### config.mk
export PLATFORM = sky130hd
export DESIGN_NAME = square_tone_channel_with_sweep
export DESIGN_NICKNAME = d
export VERILOG_FILES = /design/src/hw/rtl/sqtc_pkg.sv /design/src/hw/rtl/sqtc_cfg_regs.sv /design/src/hw/rtl/sqtc_core.sv /design/src/hw/rtl/square_tone_channel_with_sweep.sv
export SDC_FILE = /design/constraint.sdc
export NUM_CORES = 1
export LEC_CHECK = 0
export BUFFER_PORTS_ARGS = -buffer_cell sky130_fd_sc_hd__buf_4
export CELL_PAD_IN_SITES_DETAIL_PLACEMENT = 1
export CELL_PAD_IN_SITES_GLOBAL_PLACEMENT = 1
export CORE_MARGIN = 2
export CORE_UTILIZATION = 52
export DETAILED_ROUTE_END_ITERATION = 10
export PLACE_DENSITY_LB_ADDON = 0.08
export SLEW_MARGIN = 20
export SYNTH_ARGS = -nofsm -noshare
export SYNTH_HDL_FRONTEND = slang
export SYNTH_SLANG_ARGS = --single-unit
### constraint.sdc
create_clock -name clk_i -period 21.1 [get_ports clk_i]
set_input_delay 1.055 -clock clk_i [delete_from_list [all_inputs] [get_ports clk_i]]
set_output_delay 1.055 -clock clk_i [all_outputs]
set_load 0.1 [all_outputs]
### src/hw/rtl/sqtc_pkg.sv
`timescale 1ns / 1ps
// ----------------------------------------------------------------------------
// sqtc_pkg
// Shared types, codes and helper functions of the square tone channel.
// ----------------------------------------------------------------------------
package sqtc_pkg;

  localparam int unsigned FreqW = 11;
  localparam int unsigned TimerW = 14;
  localparam logic [3:0] VolMax = 4'd15;
  localparam logic [6:0] LengthFull = 7'd64;
  localparam logic [3:0] SweepDefault = 4'd8;

  typedef enum logic [2:0] {
    CMD_TICK     = 3'd0,
    CMD_LENGTH   = 3'd1,
    CMD_ENVELOPE = 3'd2,
    CMD_SWEEP    = 3'd3,
    CMD_TRIGGER  = 3'd4,
    CMD_LOAD_LEN = 3'd5
  } cmd_e;

  typedef enum logic [2:0] {
    REG_SWEEP    = 3'd0,
    REG_DUTY     = 3'd1,
    REG_LEN_EN   = 3'd2,
    REG_ENVELOPE = 3'd3,
    REG_FREQ     = 3'd4
  } reg_idx_e;

  typedef struct packed {
    logic [6:0]       sweep_control;
    logic [1:0]       duty_select;
    logic             length_enable;
    logic [7:0]       envelope_control;
    logic [FreqW-1:0] tone_frequency;
  } cfg_t;

  typedef struct packed {
    logic [3:0]       sample_level;
    logic             channel_on;
    logic [FreqW-1:0] current_frequency;
  } result_t;

  localparam logic [7:0] DutyPattern [4] = '{8'h01, 8'h81, 8'h87, 8'h7E};

  // Bit 11 set means the target is above the 11-bit range.
  function automatic logic [FreqW:0] sweep_target(input logic [FreqW-1:0] shadow,
                                                  input logic [2:0] shift,
                                                  input logic negate);
    logic [FreqW:0] ext;
    logic [FreqW:0] offset;
    begin
      ext    = {1'b0, shadow};
      offset = ext >> shift;
      sweep_target = negate ? (ext - offset) : (ext + offset);
    end
  endfunction

  // (2048 - f) * 4 in 14 bits
  function automatic logic [TimerW-1:0] timer_reload(input logic [FreqW-1:0] freq);
    timer_reload = 14'd8192 - {1'b0, freq, 2'b00};
  endfunction

endpackage

### src/hw/rtl/sqtc_cfg_regs.sv
`timescale 1ns / 1ps
// ----------------------------------------------------------------------------
// sqtc_cfg_regs
// Configuration register file, written through a plain write port.
// ----------------------------------------------------------------------------
module sqtc_cfg_regs (
  input  logic                clk_i,
  input  logic                rst_ni,
  input  logic                cfg_we_i,
  input  logic [2:0]          cfg_index_i,
  input  logic [10:0]         cfg_data_i,
  output sqtc_pkg::cfg_t      cfg_o
);

  sqtc_pkg::cfg_t cfg_d, cfg_q;

  always_comb begin
    cfg_d = cfg_q;
    if (cfg_we_i) begin
      case (sqtc_pkg::reg_idx_e'(cfg_index_i))
        sqtc_pkg::REG_SWEEP:    cfg_d.sweep_control    = cfg_data_i[6:0];
        sqtc_pkg::REG_DUTY:     cfg_d.duty_select      = cfg_data_i[1:0];
        sqtc_pkg::REG_LEN_EN:   cfg_d.length_enable    = cfg_data_i[0];
        sqtc_pkg::REG_ENVELOPE: cfg_d.envelope_control = cfg_data_i[7:0];
        sqtc_pkg::REG_FREQ:     cfg_d.tone_frequency   = cfg_data_i;
        default:                cfg_d = cfg_q;
      endcase
    end
  end

  always_ff @(posedge clk_i or negedge rst_ni) begin
    if (!rst_ni) begin
      cfg_q <= '0;
    end else begin
      cfg_q <= cfg_d;
    end
  end

  assign cfg_o = cfg_q;

endmodule

### src/hw/rtl/sqtc_core.sv
`timescale 1ns / 1ps
// ----------------------------------------------------------------------------
// sqtc_core
// Channel state and its combinational update for one command item.
// ----------------------------------------------------------------------------
module sqtc_core (
  input  logic                clk_i,
  input  logic                rst_ni,
  input  logic                step_i,
  input  logic [2:0]          cmd_i,
  input  logic [5:0]          len_i,
  input  sqtc_pkg::cfg_t      cfg_i,
  output sqtc_pkg::result_t   result_o
);

  logic        active_d, active_q;
  logic [2:0]  duty_d, duty_q;
  logic [13:0] timer_d, timer_q;
  logic [10:0] freq_d, freq_q;
  logic [10:0] shadow_d, shadow_q;
  logic [3:0]  vol_d, vol_q;
  logic [2:0]  env_cd_d, env_cd_q;
  logic [3:0]  sw_cd_d, sw_cd_q;
  logic        sw_act_d, sw_act_q;
  logic [6:0]  len_d, len_q;

  logic [2:0]  sw_period;
  logic [2:0]  sw_shift;
  logic        sw_negate;
  logic [3:0]  sw_reload;
  logic [2:0]  env_period;
  logic        dac_on;
  logic [11:0] tgt;
  logic [11:0] tgt2;
  logic [11:0] trig_tgt;
  logic [7:0]  pattern;

  assign sw_period  = cfg_i.sweep_control[6:4];
  assign sw_negate  = cfg_i.sweep_control[3];
  assign sw_shift   = cfg_i.sweep_control[2:0];
  assign sw_reload  = (sw_period != 3'd0) ? {1'b0, sw_period} : sqtc_pkg::SweepDefault;
  assign env_period = cfg_i.envelope_control[2:0];
  assign dac_on     = (cfg_i.envelope_control[7:3] != 5'd0);

  assign tgt      = sqtc_pkg::sweep_target(shadow_q, sw_shift, sw_negate);
  assign tgt2     = sqtc_pkg::sweep_target(tgt[10:0], sw_shift, sw_negate);
  assign trig_tgt = sqtc_pkg::sweep_target(cfg_i.tone_frequency, sw_shift, sw_negate);

  always_comb begin
    logic [2:0] env_dec;
    logic [3:0] sw_dec;
    env_dec  = env_cd_q - 3'd1;
    sw_dec   = (sw_cd_q != 4'd0) ? (sw_cd_q - 4'd1) : sw_cd_q;
    active_d = active_q;
    duty_d   = duty_q;
    timer_d  = timer_q;
    freq_d   = freq_q;
    shadow_d = shadow_q;
    vol_d    = vol_q;
    env_cd_d = env_cd_q;
    sw_cd_d  = sw_cd_q;
    sw_act_d = sw_act_q;
    len_d    = len_q;
    case (sqtc_pkg::cmd_e'(cmd_i))
      sqtc_pkg::CMD_TICK: begin
        if (active_q) begin
          if (timer_q == 14'd0) begin
            timer_d = sqtc_pkg::timer_reload(freq_q);
            duty_d  = duty_q + 3'd1;
          end else begin
            timer_d = timer_q - 14'd1;
          end
        end
      end
      sqtc_pkg::CMD_LENGTH: begin
        if (cfg_i.length_enable && len_q != 7'd0) begin
          len_d = len_q - 7'd1;
          if (len_q == 7'd1) begin
            active_d = 1'b0;
          end
        end
      end
      sqtc_pkg::CMD_ENVELOPE: begin
        if (active_q && env_period != 3'd0) begin
          if (env_dec == 3'd0) begin
            env_cd_d = env_period;
            if (cfg_i.envelope_control[3]) begin
              if (vol_q != sqtc_pkg::VolMax) vol_d = vol_q + 4'd1;
            end else if (vol_q != 4'd0) begin
              vol_d = vol_q - 4'd1;
            end
          end else begin
            env_cd_d = env_dec;
          end
        end
      end
      sqtc_pkg::CMD_SWEEP: begin
        if (active_q) begin
          if (sw_dec != 4'd0) begin
            sw_cd_d = sw_dec;
          end else begin
            sw_cd_d = sw_reload;
            if (sw_act_q && sw_period != 3'd0) begin
              if (tgt[11]) begin
                active_d = 1'b0;
              end else if (sw_shift != 3'd0) begin
                shadow_d = tgt[10:0];
                freq_d   = tgt[10:0];
                if (tgt2[11]) active_d = 1'b0;
              end
            end
          end
        end
      end
      sqtc_pkg::CMD_TRIGGER: begin
        if (len_q == 7'd0) len_d = sqtc_pkg::LengthFull;
        active_d = dac_on && !(sw_shift != 3'd0 && trig_tgt[11]);
        freq_d   = cfg_i.tone_frequency;
        timer_d  = sqtc_pkg::timer_reload(cfg_i.tone_frequency);
        duty_d   = 3'd0;
        vol_d    = cfg_i.envelope_control[7:4];
        env_cd_d = env_period;
        shadow_d = cfg_i.tone_frequency;
        sw_cd_d  = sw_reload;
        sw_act_d = (sw_period != 3'd0) || (sw_shift != 3'd0);
      end
      sqtc_pkg::CMD_LOAD_LEN: begin
        len_d = sqtc_pkg::LengthFull - {1'b0, len_i};
      end
      default: begin
        active_d = active_q;
      end
    endcase
  end

  assign pattern = sqtc_pkg::DutyPattern[cfg_i.duty_select];

  always_comb begin
    result_o.sample_level      = (active_d && dac_on && pattern[duty_d]) ? vol_d : 4'd0;
    result_o.channel_on        = active_d;
    result_o.current_frequency = freq_d;
  end

  always_ff @(posedge clk_i or negedge rst_ni) begin
    if (!rst_ni) begin
      active_q <= 1'b0;
      duty_q   <= '0;
      timer_q  <= '0;
      freq_q   <= '0;
      shadow_q <= '0;
      vol_q    <= '0;
      env_cd_q <= '0;
      sw_cd_q  <= '0;
      sw_act_q <= 1'b0;
      len_q    <= '0;
    end else if (step_i) begin
      active_q <= active_d;
      duty_q   <= duty_d;
      timer_q  <= timer_d;
      freq_q   <= freq_d;
      shadow_q <= shadow_d;
      vol_q    <= vol_d;
      env_cd_q <= env_cd_d;
      sw_cd_q  <= sw_cd_d;
      sw_act_q <= sw_act_d;
      len_q    <= len_d;
    end
  end

endmodule

### src/hw/rtl/square_tone_channel_with_sweep.sv
`timescale 1ns / 1ps
// ----------------------------------------------------------------------------
// square_tone_channel_with_sweep
// Square-wave sound channel with length counter, volume envelope and
// frequency sweep, driven by one command item at a time.
//
//   channel  direction  handshake               payload
//   in       input      in_valid_i/in_ready_o   command_i, length_value_i
//   out      output     out_valid_o/out_ready_i sample_level_o, channel_on_o,
//                                               current_frequency_o
//   cfg      input      cfg_we_i                cfg_index_i, cfg_data_i
//
// One item per cycle while the output is not stalled; an item's result
// passes the input register, then the state update into the result register.
// Reset clears all channel state and configuration; no clearing pass.
// A stalled result holds in the result register while one more item waits
// in the input register; then in_ready_o drops.
// ----------------------------------------------------------------------------
module square_tone_channel_with_sweep (
  input  logic        clk_i,
  input  logic        rst_ni,
  input  logic        in_valid_i,
  output logic        in_ready_o,
  input  logic [2:0]  command_i,
  input  logic [5:0]  length_value_i,
  output logic        out_valid_o,
  input  logic        out_ready_i,
  output logic [3:0]  sample_level_o,
  output logic        channel_on_o,
  output logic [10:0] current_frequency_o,
  input  logic        cfg_we_i,
  input  logic [2:0]  cfg_index_i,
  input  logic [10:0] cfg_data_i
);

  sqtc_pkg::cfg_t    cfg;
  sqtc_pkg::result_t res_next;
  sqtc_pkg::result_t res_q;

  logic       in_vld_d, in_vld_q;
  logic [2:0] cmd_q;
  logic [5:0] len_q;
  logic       out_vld_d, out_vld_q;
  logic       out_free;
  logic       step;
  logic       in_take;

  assign out_free   = !out_vld_q || out_ready_i;
  assign step       = in_vld_q && out_free;
  assign in_ready_o = !in_vld_q || step;
  assign in_take    = in_valid_i && in_ready_o;

  assign in_vld_d  = in_take ? 1'b1 : (step ? 1'b0 : in_vld_q);
  assign out_vld_d = out_free ? step : out_vld_q;

  sqtc_cfg_regs u_cfg (
    .clk_i       (clk_i),
    .rst_ni      (rst_ni),
    .cfg_we_i    (cfg_we_i),
    .cfg_index_i (cfg_index_i),
    .cfg_data_i  (cfg_data_i),
    .cfg_o       (cfg)
  );

  sqtc_core u_core (
    .clk_i    (clk_i),
    .rst_ni   (rst_ni),
    .step_i   (step),
    .cmd_i    (cmd_q),
    .len_i    (len_q),
    .cfg_i    (cfg),
    .result_o (res_next)
  );

  always_ff @(posedge clk_i or negedge rst_ni) begin
    if (!rst_ni) begin
      in_vld_q  <= 1'b0;
      out_vld_q <= 1'b0;
    end else begin
      in_vld_q  <= in_vld_d;
      out_vld_q <= out_vld_d;
    end
  end

  always_ff @(posedge clk_i) begin
    if (in_take) begin
      cmd_q <= command_i;
      len_q <= length_value_i;
    end
    if (step) begin
      res_q <= res_next;
    end
  end

  assign out_valid_o         = out_vld_q;
  assign sample_level_o      = res_q.sample_level;
  assign channel_on_o        = res_q.channel_on;
  assign current_frequency_o = res_q.current_frequency;

endmodule

# ---- After elaboration in Yosys (flattened, before gate mapping)
# Index checks and enable logic that the tools add are counted.
dict set report totals {
  regBits 115
  inputBits 28
  word_cells 162
}
dict set report classes {
  addsub 16
  magnitude_cmp 2
  n_eq_ne 20
  shift 3
  muxes 54
  n_bitwise 1
  n_reduce_logical 44
}
# cell count
set ops {}
lappend ops {{$mux W11} 10}
lappend ops {{$pmux W11 S2} 2}
lappend ops {{$add A11 B12 Y12} 3}
lappend ops {{$mux W12} 3}
lappend ops {{$mux W4} 9}
lappend ops {{$shr A11 B3 Y12} 3}
lappend ops {{$sub A11 B12 Y12} 3}
lappend ops {{$mux W14} 2}
lappend ops {{$pmux W14 S2} 1}
lappend ops {{$sub A14 B13 Y14 const A} 2}
lappend ops {{$pmux W7 S3} 1}
lappend ops {{$bmux W8 S2} 1}
lappend ops {{$mux W8} 2}
lappend ops {{$pmux W4 S2} 2}
lappend ops {{$logic_not A14 Y1} 1}
lappend ops {{$mux W7} 2}
lappend ops {{$ne A2 B1 Y1 const B} 7}
lappend ops {{$sub A14 B1 Y14 const B} 1}
lappend ops {{$eq A3 B2 Y1 const B} 4}
lappend ops {{$mux W3} 4}
lappend ops {{$pmux W3 S2} 2}
lappend ops {{$reduce_and A2 Y1} 6}
lappend ops {{$reduce_bool A3 Y1} 4}
lappend ops {{$reduce_bool A4 Y1} 3}
lappend ops {{other kinds (28)} 62}

# ---- Depth between registers and ports, before layout
# Gate-level depths: netlist of run 1.
dict set report depth {
  depth_word 15
  ltp_mapped 40
  mapped_depth_nobuf 36
}

# ---- By module
# Synthesis of run 1 repeated with hierarchy kept, for this count alone.
dict set report unflattened {
  hier_cells 1077
  hier_area_um2 9571.7
}
# mod instances cells_per_inst area_each_um2 seq_area_each_um2
set by_module_without_submodules {}
lappend by_module_without_submodules {sqtc_core 1 980 7577.3 1476.4}
lappend by_module_without_submodules {sqtc_cfg_regs 1 64 1139.8 725.7}
lappend by_module_without_submodules {square_tone_channel_with_sweep 1 33 854.6 800.8}

# ---- Worst setup path after synthesis of run 1
# OpenSTA, ideal clock, no wires.
dict set report synth_timing {
  kind {reg-to-reg}
  from {register u_cfg.cfg_q, in the netlist u_cfg.cfg_o[22]}
  to {register res_q, in the netlist channel_on_o (data pin)}
  arrival_ns 6.385
  t_required_ns 20.834
  path_slack_ns 14.449
  path_stages_with_launch 40
  n_path_buf 6
  cell_sequence {dfrtp_1 > buf_2 > buf_2 > buf_2 > buf_1 > a211oi_1 > a21oi_1 > a21oi_1 > inv_1 > ha_1 > and4_1 > a21oi_1 > o32a_1 > ha_1 > buf_2 > nor2b_1 > a2bb2oi_1 > o21ai_1 > [... 4 more ...] > a21oi_1 > ha_1 > inv_1 > nor2_1 > a21oi_1 > xor2_1 > ha_1 > a21o_1 > a21o_1 > a21oi_1 > a21boi_0 > nor2_1 > a31oi_1 > or2_2 > a211oi_2 > o21a_2 > nor2_1 > or3b_1}
}
# item line_no
set synth_lines {}
lappend synth_lines {{start: declaration} sqtc_cfg_regs.sv:15} ;# sqtc_pkg::cfg_t cfg_d, cfg_q;
lappend synth_lines {{start signal: assignment} sqtc_cfg_regs.sv:35} ;# cfg_q <= cfg_d;
lappend synth_lines {{end signal: assignment} square_tone_channel_with_sweep.sv:91} ;# res_q <= res_next;
lappend synth_lines {{end: declaration} square_tone_channel_with_sweep.sv:38} ;# sqtc_pkg::result_t res_q;

==> results of run 1 <==
placed cells by master (no fill, tap or decap), types with 9 or more instances in the layout:
cell type / Yosys / routed
nor2b_1: 9 / 9
xnor2_1: 24 / 24
mux2_2: 32 / 32
a31oi_1: 21 / 21
mux2i_1: 22 / 22
nor2_1: 108 / 107
inv_1: 40 / 40
dfrtp_1: 90 / 90
nor3_1: 37 / 35
o21ai_0: 69 / 69
and2_1: 12 / 12
ha_1: 46 / 46
a21o_1: 27 / 27
xor2_1: 31 / 31
or3_1: 12 / 12
a211oi_1: 15 / 15
nand3_1: 19 / 19
nor4_1: 9 / 9
clkbuf_16: 0 / 17
nand2_1: 109 / 109
edfxtp_1: 25 / 25
nand2b_1: 17 / 17
a21oi_1: 84 / 84
buf_4: 0 / 55
worst max-delay path, delay by kind of cell (launching register included):
kind,cells,cell delay [ns]
and+or+nand+nor,11,2.32
AOI/OAI and AO/OA,12,2.23
buffers and inverters,2,1.15
adders and majority gates,3,0.97
muxes,2,0.77
DFF,1,0.33
xor gates and xnor gates,1,0.16
stage by stage:
step                      power, mW  instances  worst slack, ns  hold WS, ns
final                         2.033       1333            12.87       0.5027
after global routing          2.176       1333            12.46       0.5224
after CTS                     2.002       1333            13.06       0.5040
after detailed placement      1.693       1301            13.19       0.4919
after global placement        1.639       1301            13.53       0.4675
after floorplan               1.370       1081            14.45       0.4498
power by group:
group | total [mW] | internal, mW | switching (mW)
combinational | 1.35 | 0.518 | 0.837
clock | 0.279 | 0.162 | 0.117
sequential | 0.400 | 0.297 | 0.102
area by class of cell:
cell class	count	area (um2)	area share [%]
timing repair buffer	55	412.9	4.034
clock buffer	17	425.4	4.156
multi-input combinational	863	5816	56.82
clock inverter	15	135.1	1.320
tap	225	281.5	2.751
inverter	43	161.4	1.577
sequential	115	3003	29.34
logic make-up (layout without fill, tap and decap cells):
group	after synthesis	count (layout)	synth area share [%]
buffers and inverters	103	130	4.429
multiplexers	58	58	7.283
AND/OR/NAND/NOR	378	378	19.86
flip-flops	115	115	32.61
AO/OA/AOI/OAI	324	324	23.94
XOR/XNOR	56	56	5.408
adder cells (fa/ha/maj)	47	47	6.467
path summary, 6_finish.rpt:
kind / start / end / slack, ns
min: in_vld_q / out_valid_o / 0.50
min reg2reg: in_vld_q / out_valid_o / 0.50
max reg2reg: u_cfg.cfg_o[22] / channel_on_o / 12.87
max in group asynchronous: rst_ni / u_core.shadow_q[0] / 19.33
min in group asynchronous: rst_ni / u_core.len_q[4] / 0.51
max: u_cfg.cfg_o[22] / channel_on_o / 12.87
state kept, by name, summed over array words and instances (netlist names), 3 cells and up:
register and count:
len_q 6, u_cfg.cfg_o 29, u_core.sw_cd_q 4, u_core.timer_q 14
current_frequency_o 11, u_core.vol_q 4, u_core.len_q 7, u_core.shadow_q 11
cmd_q 3, u_core.freq_q 11, sample_level_o 4, u_core.duty_q 3
u_core.env_cd_q 3
per-layer routing:
layer | GRT usage [%] | up-vias | part of all wire [%]
met5 | 0 | - | 0
met4 | 10.14 | 0 | 2.2
met3 | 6.222 | 68 | 5.4
met2 | 54.64 | 291 | 48
met1 | 45.29 | 4401 | 44
li1 | - | 3999 | -
==> metrics.yaml, run 1 <==
status: "completed"
whs_path_depth: 1
arrival_ns: 8.39
post-route-period-util_pct: 38.98
crit_slowest_cell: "clkinv_1"
ys.warnings.count: 0
ys.flop_type: "dfrtp_1"
r2r_cells: 31
drive_gt1_share_pct: 13.81
path_max_fanout: 38
num_vias: 8759
synthToLayoutAreaGrowth_pct: 11.14
synthTopCellsByCount: "109 x nand2_1, 108 x nor2_1, 90 x dfrtp_1"
synthesis.area_um2: 9209
rsz0062_at_grt: "no"
start_kind: "flop"
hold_viol_final: 0
worstMarginPinSlew_ns: 1.071
peakVddDrop_mv: 0.1185
firstDrtPassIters: 5
routedWlPerCell_um: 22.98
powerDensity_nw_per_um2: 198.6
synth_area_leader_cell: "dfrtp_1"
clk_latency_ns: 0.43
rows: 48
synth_async_sr_flop_share_pct: 78.26
synthTopCellsByArea: "dfrtp_1 24%, edfxtp_1 8.2%, ha_1 6.3%"
grt_pass1_wl_mm: 48.78
io-pin-count: 46
fp.dieH_um: 137.1
setup_viol: 0
grt_max_degree: 72
cts_hold_buf: 0
design_area_um2: 10230
postPlaceCellArea_um2: 9674
syn-num-nets: 1156
cts_tree: "built"
cts_resized: 0
clockRootBuffer: "clkbuf_16"
drv_cap: 0
postCtsSetupRepairBufs: 0
fin_nets: 1170
syn_avg_cell_area_um2: 8.519
path_common_cell: "nor2_1"
htreeDepth: 4
io_buffers: 45
drt_wl_total_mm: 30.63
drt_iter0_drc: 703
p_leak_nw: 4.379
utilization_pct: 59.17
grt_pass1_vias: 8871
grt-ovfl-total: 0
synth-seq-area-share_pct: 32.61
synth_top_area_share_pct: 24.46
fmax_mhz: 121.6
synth_seq_cells: 115
critPathKind: "reg2reg"
cts_num_sinks: 115
post_drt_via_cell_ratio: 6.571
max_stage_delay_ns: 0.77
diodes: 0
die_w_um: 137.1
period_minus_slack_ns: 8.225
critPathCaptureType: "flop"
clkTransAtPathRegs_ns: 0.06
dieArea_um2: 18790
syn_inst: 1081
nFillCells: 2049
drc_errors: 0
clock_skew_ns: 0.01209
synth_most_common_cell: "nand2_1"
hold_class: "reg2reg"
hpwl_mm: 21.46
ys_types: 88
start_util_pct: 53.24
antenna_found_initial: 0
relSlewSlack_pct: 28.23
coreArea_um2: 17300
required_ns: 21.26
drv_slew: 0
gp_congestion: 0.9202
ant_nets: 0
clock_path_buffers: 2
grt_usage_pct: 33.52
cts-buffers-inserted: 17
setup-tns-final_ns: 0
synth_edf_count: 25
Note: power is estimated with default switching activity, not from simulation.
==> run 2, diff against run 1 <==
--- a/config.mk
+++ b/config.mk
@@ -9,7 +9,7 @@
 export CELL_PAD_IN_SITES_DETAIL_PLACEMENT = 1
 export CELL_PAD_IN_SITES_GLOBAL_PLACEMENT = 1
 export CORE_MARGIN = 2
-export CORE_UTILIZATION = 52
+export CORE_UTILIZATION = 48
 export DETAILED_ROUTE_END_ITERATION = 10
 export PLACE_DENSITY_LB_ADDON = 0.08
 export SLEW_MARGIN = 20
==> constraint.sdc (replaced) <==
create_clock -name clk_i -period 7.8 [get_ports clk_i]
set_input_delay 0.39 -clock clk_i [delete_from_list [all_inputs] [get_ports clk_i]]
set_output_delay 0.39 -clock clk_i [all_outputs]
set_load 0.1 [all_outputs]
==> metrics.yaml, run 2 (synthesis results as in run 1) <==
routedWlPerCell_um: 21.33  # was 22.98 um
dieArea_um2: 20310  # was 18790 um2
die_w_um: 142.5  # was 137.1 um
period_minus_slack_ns: 7.181  # was 8.225 ns
firstDrtPassIters: 5  # unchanged
cts_num_sinks: 115  # unchanged
drv_slew: 0  # unchanged
drt_iter0_drc: 611  # was 703
synthToLayoutAreaGrowth_pct: 12.72  # was 11.14%
clk_latency_ns: 0.42  # was 0.43 ns
post-route-period-util_pct: 92.06  # was 38.98%
seqPwrFrac_pct: 19.7  # about the same
setup_viol: 0  # unchanged
cts_tree: "built"  # unchanged
grt_max_degree: 52  # was 72
grt-ovfl-total: 0  # unchanged
gp_congestion: 0.8895  # was 0.9202
fin_nets: 1176  # was 1170
io-pin-count: 46  # unchanged
clkPwrFrac_pct: 15.5  # was 13.7%
postCtsSetupRepairBufs: 0  # unchanged
internal_power_mw: 2.793  # was 0.9773 mW
setup-tns-final_ns: 0  # unchanged
dp_cells: 1316  # was 1301
p_leak_nw: 4.456  # was 4.379 nW
hold_viol_final: 2  # was 0
antenna_found_initial: 0  # unchanged
critPathBufInv: 2  # unchanged
grt.busiest_layer: "met2"  # unchanged
use_met3_pct: 5.552  # was 6.222%
postPlaceCellArea_um2: 9731  # was 9674 um2
layout_commonest_cell: "nand2_1"  # unchanged
drt_wl_total_mm: 28.75  # was 30.63 mm
rsz0062_at_grt: "no"  # unchanged
htreeDepth: 4  # unchanged
clkTransAtPathRegs_ns: 0.06  # about the same
peakVddDrop_mv: 0.4629  # was 0.1185 mV
path_common_cell: "nor2_1"  # unchanged
critPathKind: "reg2reg"  # unchanged
num_vias: 8451  # was 8759
grt_pass1_vias: 8655  # was 8871
drv_cap: 0  # unchanged
clockRootBuffer: "clkbuf_16"  # unchanged
path_max_fanout: 23  # was 38
combPwrFrac_pct: 64.8  # was 66.6%
rows: 50  # was 48
arrival_ns: 7.34  # was 8.39 ns
crit_family: "compound AO/OA/AOI/OAI gates"  # was simple AND/OR/NAND/NOR gates
utilization_pct: 55.31  # was 59.17%
design_area_um2: 10380  # was 10230 um2
grt_usage_pct: 29.28  # was 33.52%
grt_pass1_wl_mm: 46.68  # was 48.78 mm
met2_usage_pct: 47.22  # was 54.64%
sw_frac_of_total_pct: 49.66  # was 51.93%
whs_ns: -0.006509  # was 0.5027 ns
powerDensity_nw_per_um2: 534.6  # was 198.6 nW/um2
hpwl_mm: 21.17  # was 21.46 mm
coreArea_um2: 18770  # was 17300 um2
final_cells: 1348  # was 1333
drive_gt1_share_pct: 14.36  # was 13.81%
start_util_pct: 49.07  # was 53.24%
final_cell_mix: "109 x nand2_1, 107 x nor2_1, 88 x dfrtp_1, 84 x a21oi_1, 69 x o21ai_0"  # was 109 x nand2_1, 107 x nor2_1, 90 x dfrtp_1, 84 x a21oi_1, 69 x o21ai_0
diodes: 0  # unchanged
crit_slowest_cell: "dfrtp_2"  # was clkinv_1
clock_path_buffers: 2  # unchanged
relSlewSlack_pct: 28.61  # was 28.23%
max_stage_delay_ns: 0.56  # was 0.77 ns
critPathCaptureType: "flop"  # unchanged
fmax_mhz: 139.3  # was 121.6 MHz
grtUsageMet1_pct: 40.62  # was 45.29%
clock_skew_ns: 0.005949  # was 0.01209 ns
largest_reg_flops: 29  # unchanged
status: "complete, but fails checks"  # was completed
start_kind: "flop"  # unchanged
ant_nets: 0  # unchanged
cts-buffers-inserted: 17  # unchanged
power.switching_mw: 2.756  # was 1.056 mW
post_drt_via_cell_ratio: 6.269  # was 6.571
worstMarginPinSlew_ns: 1.069  # was 1.071 ns
fp.dieH_um: 142.5  # was 137.1 um
drc_errors: 0  # unchanged
io_buffers: 45  # unchanged
required_ns: 7.96  # was 21.26 ns
violations: "negative hold slack"
hold_class: "in2async"  # was reg2reg
## run 2: changes by cell type in the layout (fill, tap and decap cells not counted), sizes merged
| cell | change |
|---|---|
| buf | +6 |
| bufinv | +4 |
| clkinvlp | -3 |
| inv | -2 |
| clkbuf | +1 |
## run 2: stage by stage
step	worst slack, ns	power, mW	hold slack, ns
2_1_floorplan	1.149	3.705	0.09441
3_3_place_gp	0.6744	4.528	0.4660
3_5_place_dp	0.4978	4.627	0.4668
4_1_cts	0.4479	5.529	0.01593
5_1_grt	0.01136	6.012	0.03012
6_report	0.6190	5.549	-0.006509
## run 2: final cells by class
type                    instances  area, um2
clock inverters                14      211.5
multi-input cells             863       5822
flip-flops and latches        115       3005
inverters                      43      161.4
clock buffers                  18      429.2
well taps                     234      292.8
repair buffers                 61      457.9
fillers                      2241       8388
## run 2: final timing paths
path / startpoint / endpoint / slack (ns) / cells past startpoint
worst max-delay path: u_cfg.cfg_o[23] / channel_on_o / 0.62 / 32
worst min-delay path: rst_ni / u_core.vol_q[0] / -0.007 / 1
worst max register to register: u_cfg.cfg_o[23] / channel_on_o / 0.62 / 32
worst min register to register: u_core.env_cd_q[1] / u_core.env_cd_q[1] / 0.48 / 2
max in group asynchronous: rst_ni / u_cfg.cfg_o[23] / 6.67 / 2
min in group clk_i: length_value_i[4] / len_q[4] / 0.14 / 1
## run 2: per-layer routing
metal | routed length [um] | vias up
met5 | 0 | -
met1 | 13490 | 4220
li1 | - | 3996
met3 | 1280 | 36
met2 | 13480 | 199
met4 | 505 | 0
## run 2: power by group through the flow
| stage | clock, mW | combinational [mW] | sequential [mW] |
|---|---|---|---|
| 6_report | 0.858 | 3.60 | 1.09 |
| 5_1_grt | 0.897 | 3.99 | 1.13 |
| 4_1_cts | 0.869 | 3.57 | 1.09 |
| 3_5_place_dp | 0 | 3.53 | 1.09 |
| 3_3_place_gp | 0 | 3.44 | 1.08 |
| 2_1_floorplan | 0 | 2.64 | 1.07 |
## run 2: worst reg2reg max path: cells and delay by family, from the launching register on
family | cells | cell delay (ns)
fa+ha+maj | 3 | 0.92
flops | 1 | 0.56
simple gates | 9 | 1.70
buf+inv | 2 | 0.41
xor+xnor | 2 | 0.31
compound gates | 16 | 3.03
## run 2: repair_timing
item	in CTS	in global routing
gates resized for setup	0	2
hold buffers	0	0
setup endpoints to repair	0	6
